$ cat config.mk
export PLATFORM = sky130hd
export DESIGN_NAME = determinant_by_permutation_sum
export DESIGN_NICKNAME = d
export VERILOG_FILES = /design/src/rtl/core/dbps_pkg.sv /design/src/rtl/core/dbps_ctrl.sv /design/src/rtl/core/dbps_dp.sv /design/src/rtl/core/determinant_by_permutation_sum.sv
export SDC_FILE = /design/constraint.sdc
export NUM_CORES = 2
export LEC_CHECK = 0
export BUFFER_PORTS_ARGS = -buffer_cell sky130_fd_sc_hd__buf_4
export CAP_MARGIN = 20
export CORE_MARGIN = 4
export CORE_UTILIZATION = 50
export CTS_CLUSTER_SIZE = 40
export DETAILED_ROUTE_END_ITERATION = 8
export GPL_TIMING_DRIVEN = 0
export PLACE_DENSITY = 0.66
export RECOVER_POWER = 100
export SYNTH_ARGS = -nofsm -noshare
export SYNTH_HDL_FRONTEND = slang
export SYNTH_SLANG_ARGS = --single-unit
$ cat constraint.sdc
create_clock -name clk -period 7.6 [get_ports clk]
set_input_delay 1.52 -clock clk [delete_from_list [all_inputs] [get_ports clk]]
set_output_delay 1.52 -clock clk [all_outputs]
set_load 0.005 [all_outputs]
$ cat src/rtl/core/dbps_pkg.sv
`timescale 1ns / 1ps

package dbps_pkg;

    localparam int MAX_ORDER  = 6;
    localparam int ENTRY_BITS = 8;
    localparam int DEPTH      = MAX_ORDER * MAX_ORDER;
    localparam int ADDR_W     = 6;
    localparam int IDX_W      = 3;
    localparam int SIZE_W     = 3;
    localparam int DET_W      = 56;
    localparam logic [SIZE_W-1:0] SIZE_RESET = 3'd3;

    // controller to datapath
    typedef struct packed {
        logic load;       // store one entry
        logic walk_init;  // last entry: clear walk state
        logic step;       // one step of the permutation walk
        logic leaf_run;   // product of the current permutation
        logic accumulate; // add or subtract the product
    } cmd_t;

    // datapath to controller
    typedef struct packed {
        logic load_last;
        logic at_leaf;
        logic leaf_fin;
        logic walk_done;
    } sts_t;

    typedef enum logic [4:0] {
        ST_IDLE = 5'b00001,
        ST_WALK = 5'b00010,
        ST_LEAF = 5'b00100,
        ST_ACC  = 5'b01000,
        ST_EMIT = 5'b10000
    } state_t;

endpackage

$ cat src/rtl/core/dbps_ctrl.sv
`timescale 1ns / 1ps

module dbps_ctrl
(
    input  logic            clk,
    input  logic            rst_n,
    input  logic            start,
    input  dbps_pkg::sts_t  sts,
    output dbps_pkg::cmd_t  cmd,
    output logic            busy,
    output logic            done
);

    dbps_pkg::state_t state_reg;
    dbps_pkg::state_t state_next;

    // state register
    always_ff @(posedge clk or negedge rst_n)
    begin
        if (!rst_n)
        begin
            state_reg <= dbps_pkg::ST_IDLE;
        end
        else
        begin
            state_reg <= state_next;
        end
    end

    // next state and commands
    always_comb
    begin
        state_next = state_reg;
        cmd        = '0;
        unique case (state_reg)
            dbps_pkg::ST_IDLE:
            begin
                if (start)
                begin
                    cmd.load = 1'b1;
                    if (sts.load_last)
                    begin
                        cmd.walk_init = 1'b1;
                        state_next    = dbps_pkg::ST_WALK;
                    end
                end
            end
            dbps_pkg::ST_WALK:
            begin
                cmd.step = 1'b1;
                if (sts.at_leaf)
                begin
                    state_next = dbps_pkg::ST_LEAF;
                end
                else if (sts.walk_done)
                begin
                    state_next = dbps_pkg::ST_EMIT;
                end
            end
            dbps_pkg::ST_LEAF:
            begin
                cmd.leaf_run = 1'b1;
                if (sts.leaf_fin)
                begin
                    state_next = dbps_pkg::ST_ACC;
                end
            end
            dbps_pkg::ST_ACC:
            begin
                cmd.accumulate = 1'b1;
                state_next     = dbps_pkg::ST_WALK;
            end
            dbps_pkg::ST_EMIT:
            begin
                state_next = dbps_pkg::ST_IDLE;
            end
            default:
            begin
                state_next = dbps_pkg::ST_IDLE;
            end
        endcase
    end

    assign busy = (state_reg != dbps_pkg::ST_IDLE);
    assign done = (state_reg == dbps_pkg::ST_EMIT);

endmodule

$ cat src/rtl/core/dbps_dp.sv
`timescale 1ns / 1ps

module dbps_dp
(
    input  logic                                   clk,
    input  logic                                   rst_n,
    input  dbps_pkg::cmd_t                         cmd,
    output dbps_pkg::sts_t                         sts,
    input  logic signed [dbps_pkg::ENTRY_BITS-1:0] entry_value,
    input  logic                                   cfg_write,
    input  logic [dbps_pkg::SIZE_W-1:0]            cfg_data,
    output logic signed [dbps_pkg::DET_W-1:0]      determinant
);

    // entry memory, row-major at stride n
    logic signed [dbps_pkg::ENTRY_BITS-1:0] mem [dbps_pkg::DEPTH];

    logic [dbps_pkg::SIZE_W-1:0]        size_reg;
    logic [dbps_pkg::ADDR_W-1:0]        load_count_reg;
    logic [dbps_pkg::IDX_W-1:0]         col_reg [dbps_pkg::MAX_ORDER];
    logic [dbps_pkg::IDX_W-1:0]         col_next [dbps_pkg::MAX_ORDER];
    logic [dbps_pkg::IDX_W-1:0]         cur_reg [dbps_pkg::MAX_ORDER];
    logic [dbps_pkg::IDX_W-1:0]         pos_reg;
    logic                               up_reg;
    logic                               sign_reg;
    logic                               sign_next;
    logic signed [dbps_pkg::DET_W-1:0]  sum_reg;
    logic signed [dbps_pkg::DET_W-1:0]  prod_reg;
    logic [dbps_pkg::IDX_W-1:0]         row_reg;
    logic                               mul_vld_reg;
    logic                               mul_last_reg;
    logic                               fin_reg;
    logic signed [dbps_pkg::ENTRY_BITS-1:0] rd_reg;

    logic [dbps_pkg::IDX_W-1:0]  n;
    logic [dbps_pkg::ADDR_W-1:0] total;
    logic [dbps_pkg::IDX_W-1:0]  cp;
    logic [dbps_pkg::IDX_W-1:0]  cn;
    logic                        c_ok;
    logic                        issue;
    logic [dbps_pkg::ADDR_W-1:0] rd_addr;

    // order in use, clamped to 1..MAX_ORDER
    always_comb
    begin
        if (size_reg == '0)
        begin
            n = dbps_pkg::IDX_W'(1);
        end
        else if (size_reg > dbps_pkg::SIZE_W'(dbps_pkg::MAX_ORDER))
        begin
            n = dbps_pkg::IDX_W'(dbps_pkg::MAX_ORDER);
        end
        else
        begin
            n = size_reg;
        end
    end

    assign total = dbps_pkg::ADDR_W'(n) * dbps_pkg::ADDR_W'(n);

    // next swap position at the current depth
    assign cp   = cur_reg[pos_reg];
    assign cn   = cp + dbps_pkg::IDX_W'(1);
    assign c_ok = (cn < n);

    // undo the previous swap, then apply the next one
    always_comb
    begin
        col_next  = col_reg;
        sign_next = sign_reg;
        if (cp != pos_reg)
        begin
            col_next[pos_reg] = col_reg[cp];
            col_next[cp]      = col_reg[pos_reg];
            sign_next         = ~sign_next;
        end
        if (c_ok)
        begin
            col_next[cn]      = col_next[pos_reg];
            col_next[pos_reg] = col_reg[cn];
            sign_next         = ~sign_next;
        end
    end

    assign sts.load_last = ({1'b0, load_count_reg} + 7'd1) >= {1'b0, total};
    assign sts.at_leaf   = !up_reg && (pos_reg == n);
    assign sts.leaf_fin  = fin_reg;
    assign sts.walk_done = up_reg && !c_ok && (pos_reg == '0);

    // leaf product read address: row * n + column
    assign issue   = cmd.leaf_run && (row_reg < n);
    assign rd_addr = dbps_pkg::ADDR_W'(row_reg) * dbps_pkg::ADDR_W'(n)
                   + dbps_pkg::ADDR_W'(col_reg[row_reg]);

    // memory write and registered read
    always_ff @(posedge clk)
    begin
        if (cmd.load && (load_count_reg < dbps_pkg::ADDR_W'(dbps_pkg::DEPTH)))
        begin
            mem[load_count_reg] <= entry_value;
        end
        if (issue)
        begin
            rd_reg <= mem[rd_addr];
        end
    end

    // product and sum, payload only
    always_ff @(posedge clk)
    begin
        if (cmd.step && sts.at_leaf)
        begin
            prod_reg <= dbps_pkg::DET_W'(1);
        end
        else if (mul_vld_reg)
        begin
            prod_reg <= prod_reg * dbps_pkg::DET_W'(rd_reg);
        end
        if (cmd.walk_init)
        begin
            sum_reg <= '0;
        end
        else if (cmd.accumulate)
        begin
            sum_reg <= sign_reg ? (sum_reg - prod_reg) : (sum_reg + prod_reg);
        end
    end

    assign determinant = sum_reg;

    // control state of load and walk
    always_ff @(posedge clk or negedge rst_n)
    begin
        if (!rst_n)
        begin
            size_reg       <= dbps_pkg::SIZE_RESET;
            load_count_reg <= '0;
            pos_reg        <= '0;
            up_reg         <= 1'b0;
            sign_reg       <= 1'b0;
            row_reg        <= '0;
            mul_vld_reg    <= 1'b0;
            mul_last_reg   <= 1'b0;
            fin_reg        <= 1'b0;
            for (int i = 0; i < dbps_pkg::MAX_ORDER; i++)
            begin
                col_reg[i] <= dbps_pkg::IDX_W'(i);
                cur_reg[i] <= '0;
            end
        end
        else
        begin
            if (cfg_write)
            begin
                size_reg <= cfg_data;
            end
            if (cmd.load)
            begin
                load_count_reg <= sts.load_last ? '0 : load_count_reg + dbps_pkg::ADDR_W'(1);
            end
            if (cmd.walk_init)
            begin
                pos_reg  <= '0;
                up_reg   <= 1'b0;
                sign_reg <= 1'b0;
                for (int i = 0; i < dbps_pkg::MAX_ORDER; i++)
                begin
                    col_reg[i] <= dbps_pkg::IDX_W'(i);
                end
            end
            else if (cmd.step)
            begin
                if (sts.at_leaf)
                begin
                    row_reg     <= '0;
                    mul_vld_reg <= 1'b0;
                    fin_reg     <= 1'b0;
                end
                else if (!up_reg)
                begin
                    // keep the current column and go deeper
                    cur_reg[pos_reg] <= pos_reg;
                    pos_reg          <= pos_reg + dbps_pkg::IDX_W'(1);
                end
                else
                begin
                    col_reg  <= col_next;
                    sign_reg <= sign_next;
                    if (c_ok)
                    begin
                        cur_reg[pos_reg] <= cn;
                        pos_reg          <= pos_reg + dbps_pkg::IDX_W'(1);
                        up_reg           <= 1'b0;
                    end
                    else if (pos_reg != '0)
                    begin
                        pos_reg <= pos_reg - dbps_pkg::IDX_W'(1);
                    end
                end
            end
            else if (cmd.leaf_run)
            begin
                if (issue)
                begin
                    row_reg <= row_reg + dbps_pkg::IDX_W'(1);
                end
                mul_vld_reg  <= issue;
                mul_last_reg <= issue && (row_reg == n - dbps_pkg::IDX_W'(1));
                fin_reg      <= mul_vld_reg && mul_last_reg;
            end
            else if (cmd.accumulate)
            begin
                // back up from the leaf
                pos_reg <= pos_reg - dbps_pkg::IDX_W'(1);
                up_reg  <= 1'b1;
            end
        end
    end

endmodule

$ cat src/rtl/core/determinant_by_permutation_sum.sv
// Entries load at one per cycle while start is held and the block is idle; the last entry starts
// the permutation walk, which forms the product of each permutation at its leaf and adds or
// subtracts it by sign; done follows in the next cycle after the walk ends.
// Throughput: one matrix at a time; busy holds off entries and size writes during the walk.
// Reset: asynchronous, clears the load count and walk state, size becomes 3.
// The determinant is valid with done and holds until the next walk starts; the receiver cannot stall.
`timescale 1ns / 1ps

module determinant_by_permutation_sum
(
    input  logic                                   clk,
    input  logic                                   rst_n,
    input  logic                                   start,
    output logic                                   busy,
    input  logic signed [dbps_pkg::ENTRY_BITS-1:0] entry_value,
    input  logic                                   cfg_valid,
    output logic                                   cfg_ready,
    input  logic [dbps_pkg::SIZE_W-1:0]            cfg_data,
    output logic                                   done,
    output logic signed [dbps_pkg::DET_W-1:0]      determinant
);

    dbps_pkg::cmd_t cmd;
    dbps_pkg::sts_t sts;
    logic           busy_int;

    // configuration is only written while idle
    assign cfg_ready = !busy_int;
    assign busy      = busy_int;

    dbps_ctrl u_ctrl
    (
        .clk   (clk),
        .rst_n (rst_n),
        .start (start && !busy_int),
        .sts   (sts),
        .cmd   (cmd),
        .busy  (busy_int),
        .done  (done)
    );

    dbps_dp u_dp
    (
        .clk         (clk),
        .rst_n       (rst_n),
        .cmd         (cmd),
        .sts         (sts),
        .entry_value (entry_value),
        .cfg_write   (cfg_valid && cfg_ready),
        .cfg_data    (cfg_data),
        .determinant (determinant)
    );

endmodule

==> impl_metrics.yaml <==
critical_path:
  cp.arrival_ns: 7.84
  critPathKind: "flop to flop"
  cp-start-kind: "flop"
  r2r.worst_path.cells: 21
  crit_required_ns: 8.17
  r2r_slack_ns: 0.33
  critPathCaptureType: "flop"
  cp_max_fo: 10
timing:
  fin_setup_tns_ns: 0
  rsz0062_at_grt: "false"
  hold_viol_final: 0
  setup_viol: 0
  maxSlewViolCount: 358
  layout_min_cycle_time_ns: 7.27
  worst_slew_pin_slew_ns: 3.47
  fmax_mhz: 138
  clock-skew-final_ns: 0.0570
  finalCritPeriodShare_pct: 95.6
  slew_headroom_pct: -131
global_routing:
  grt_max_degree: 62
  grt_pass1_wl_um: 173000
  grt_usage_pct: 27.0
  grt_pass1_vias: 29555
  overflow: 0
  antenna_found_initial: 1
yosys:
  synth_seq_cells: 469
  synth_cells: 3877
  synth-edff-count: 296
  ys_types: 92
  async_reset_ff_share_pct: 13.0
  postSynthAreaPerCell_sq_um: 10.0
  syn_nets: 4399
  seq_area_frac_synth_pct: 32.7
  yosysWarnings: 0
  ys.flop_type: "edfxtp_1"
  synthesis.area_sq_mm: 0.0388
finish:
  fillCellCount: 6754
  nets: 4530
  final_common_cell: "inv_1"
  layout_common_cells: "inv_1, and2_1, nor2_1"
  drive_above_1_share_pct: 7.58
  syn2layout_area_growth_pct: 9.15
  seqCellArea_sq_mm: 0.0127
  multi_input_area_sq_mm: 0.0235
  largest_reg_flops: 288
routing:
  wl_per_cell_um: 21.7
  routed-via-count: 29494
  vias_per_cell: 5.80
  routed_wl_um: 110000
  drc: 0
  first_pass_iters: 6
  drt-initial-drc-count: 2294
  drtAntennaViolNets: 0
clock_network:
  h-tree-depth: 2
  cts_tree: "built"
  hold_buffers: 0
  cts_made_buffers: 52
  clockBufferDepth: 3
  cts.sinks: 469
  cts_root_buf: "clkbuf_16"
  clk-insertion-delay-late_ns: 0.64
  clkTransAtPathRegs_ns: 0.06
flow_run:
  drv_cap: 9
min_path:
  holdPathStages: 2
  hold_class: "flop to flop"
run_status:
  violations: "capacitance limit, slew limit"
  outcome: "finished, violations left"
die:
  coreArea_sq_mm: 0.0765
  die_h_um: 286
  rows: 101
  die_area_sq_mm: 0.0821
  start_util_pct: 50.7
  io_pins: 74
  die_w_um: 286
place:
  finalWeightedCongestion: 0.944
  io_buffers: 73
  hpwl_um: 83600
-- per-layer routing --
metal	vias up	share of wire, %	global-route usage [%]
met4	0	4.0	10.2
met5	-	0	0
met2	1113	48	45.1
met3	239	7.1	4.11
met1	14692	41	35.7
li1	13450	-	-
-- logic make-up (layout without fill, tap and decap cells) --
kind of cell | count (synthesis) | count (layout) | share of synthesized area (%)
AO/OA/AOI/OAI | 655 | 655 | 10.8
other | 0 | 2 | 0
buffers and inverters | 667 | 842 | 6.54
multiplexers | 187 | 187 | 8.14
flip-flops | 469 | 469 | 32.7
AND/OR/NAND/NOR | 1217 | 1217 | 15.6
adder cells (fa/ha/maj) | 507 | 507 | 22.3
XOR/XNOR | 175 | 175 | 3.97
-- synthesized netlist by cell type (13+ instances only) --
| cell | instances | area (sq um) |
|---|---|---|
| mux2_2 | 14 | 158 |
| o21ai_0 | 135 | 676 |
| a221oi_1 | 13 | 114 |
| a211oi_1 | 25 | 188 |
| and3_1 | 23 | 144 |
| nor3_1 | 54 | 270 |
| nor2_1 | 307 | 1150 |
| nand4_1 | 13 | 81.3 |
| mux2i_1 | 72 | 721 |
| buf_1 | 27 | 101 |
| o31ai_1 | 16 | 120 |
| nor4_1 | 13 | 81.3 |
| or3_1 | 17 | 106 |
| nor2b_1 | 21 | 131 |
| edfxtp_1 | 296 | 8890 |
| o21a_1 | 19 | 143 |
| o21ai_1 | 14 | 70.1 |
| a21o_1 | 63 | 473 |
| nand3_1 | 59 | 295 |
| inv_1 | 441 | 1660 |
| ha_1 | 202 | 2530 |
| clkbuf_1 | 182 | 683 |
| dfxtp_1 | 112 | 2240 |
| fa_1 | 305 | 6110 |
| a21oi_1 | 214 | 1070 |
| a31oi_1 | 28 | 175 |
| xnor2_1 | 127 | 1110 |
| nand2b_1 | 20 | 125 |
| nand2_1 | 300 | 1130 |
| dfrtp_1 | 51 | 1280 |
| xor2_1 | 47 | 412 |
| and2_1 | 339 | 2120 |
| mux4_2 | 97 | 2180 |
-- layout make-up --
| class | count | share of cell area, % |
|---|---|---|
| multi-input cells | 2741 | 55.7 |
| clock inverters | 33 | 0.931 |
| well taps | 1030 | 3.05 |
| repair buffers | 79 | 1.23 |
| inverters | 449 | 3.99 |
| diodes | 2 | 0.0118 |
| plain buffers | 216 | 1.97 |
| clock buffers | 65 | 3.24 |
| flip-flops and latches | 469 | 29.9 |
-- worst max-delay path, stage by stage, from the launching register on --
cell and delay (ns):
edfxtp_1 0.57, inv_2 0.37, clkbuf_1 0.76, nor2_1 0.14, fa_1 0.55, fa_1 0.45
fa_1 0.51, inv_1 0.05, fa_1 0.48, inv_1 0.05, ha_1 0.34, a211oi_1 0.34
nor2_1 0.14, and4b_1 0.30, o21ai_1 0.17, a2111oi_0 0.54, o21a_1 0.26, o21ai_1 0.14
a311o_1 0.40, xor2_1 0.40, mux2i_1 0.14, nor2_1 0.11
-- what timing repair did --
item,CTS,global route
setup buffers,0,2
endpoints found under the setup margin,0,6
gates resized for setup,0,9
-- per-stage QoR --
stage	cell area (sq um)	std cells	hold WS [ns]	utilization, %	worst slack [ns]
after floorplan	38800	3877	0.444	-	1.97
after global routing	42300	5082	0.499	55.3	0.0582
after CTS	42400	5080	0.483	55.4	0.0701
final	42300	5084	0.479	55.3	0.332
after detailed placement	40600	4982	0.468	53.1	0.0948
after global placement	40600	4980	0.459	53.1	0.0779
-- path summary, 6_finish.rpt --
path                                              startpoint                                end
setup / recovery                    u_dp.rd_reg[7]$_DFFE_PP_     u_dp.prod_reg[42]$_SDFFE_PP0P_
hold / removal             u_dp.determinant[17]$_SDFFE_PN0P_  u_dp.determinant[17]$_SDFFE_PN0P_
setup reg to reg                    u_dp.rd_reg[7]$_DFFE_PP_     u_dp.prod_reg[42]$_SDFFE_PP0P_
hold reg to reg            u_dp.determinant[17]$_SDFFE_PN0P_  u_dp.determinant[17]$_SDFFE_PN0P_
max in group asynchronous                              rst_n        u_dp.col_reg[1]$_DFFE_PN0P_
min in group asynchronous                              rst_n       u_dp.cur_reg[14]$_DFFE_PN0P_
Power is not shown: default switching activity piles up to over one toggle a cycle in this logic, so the estimate is an artifact.
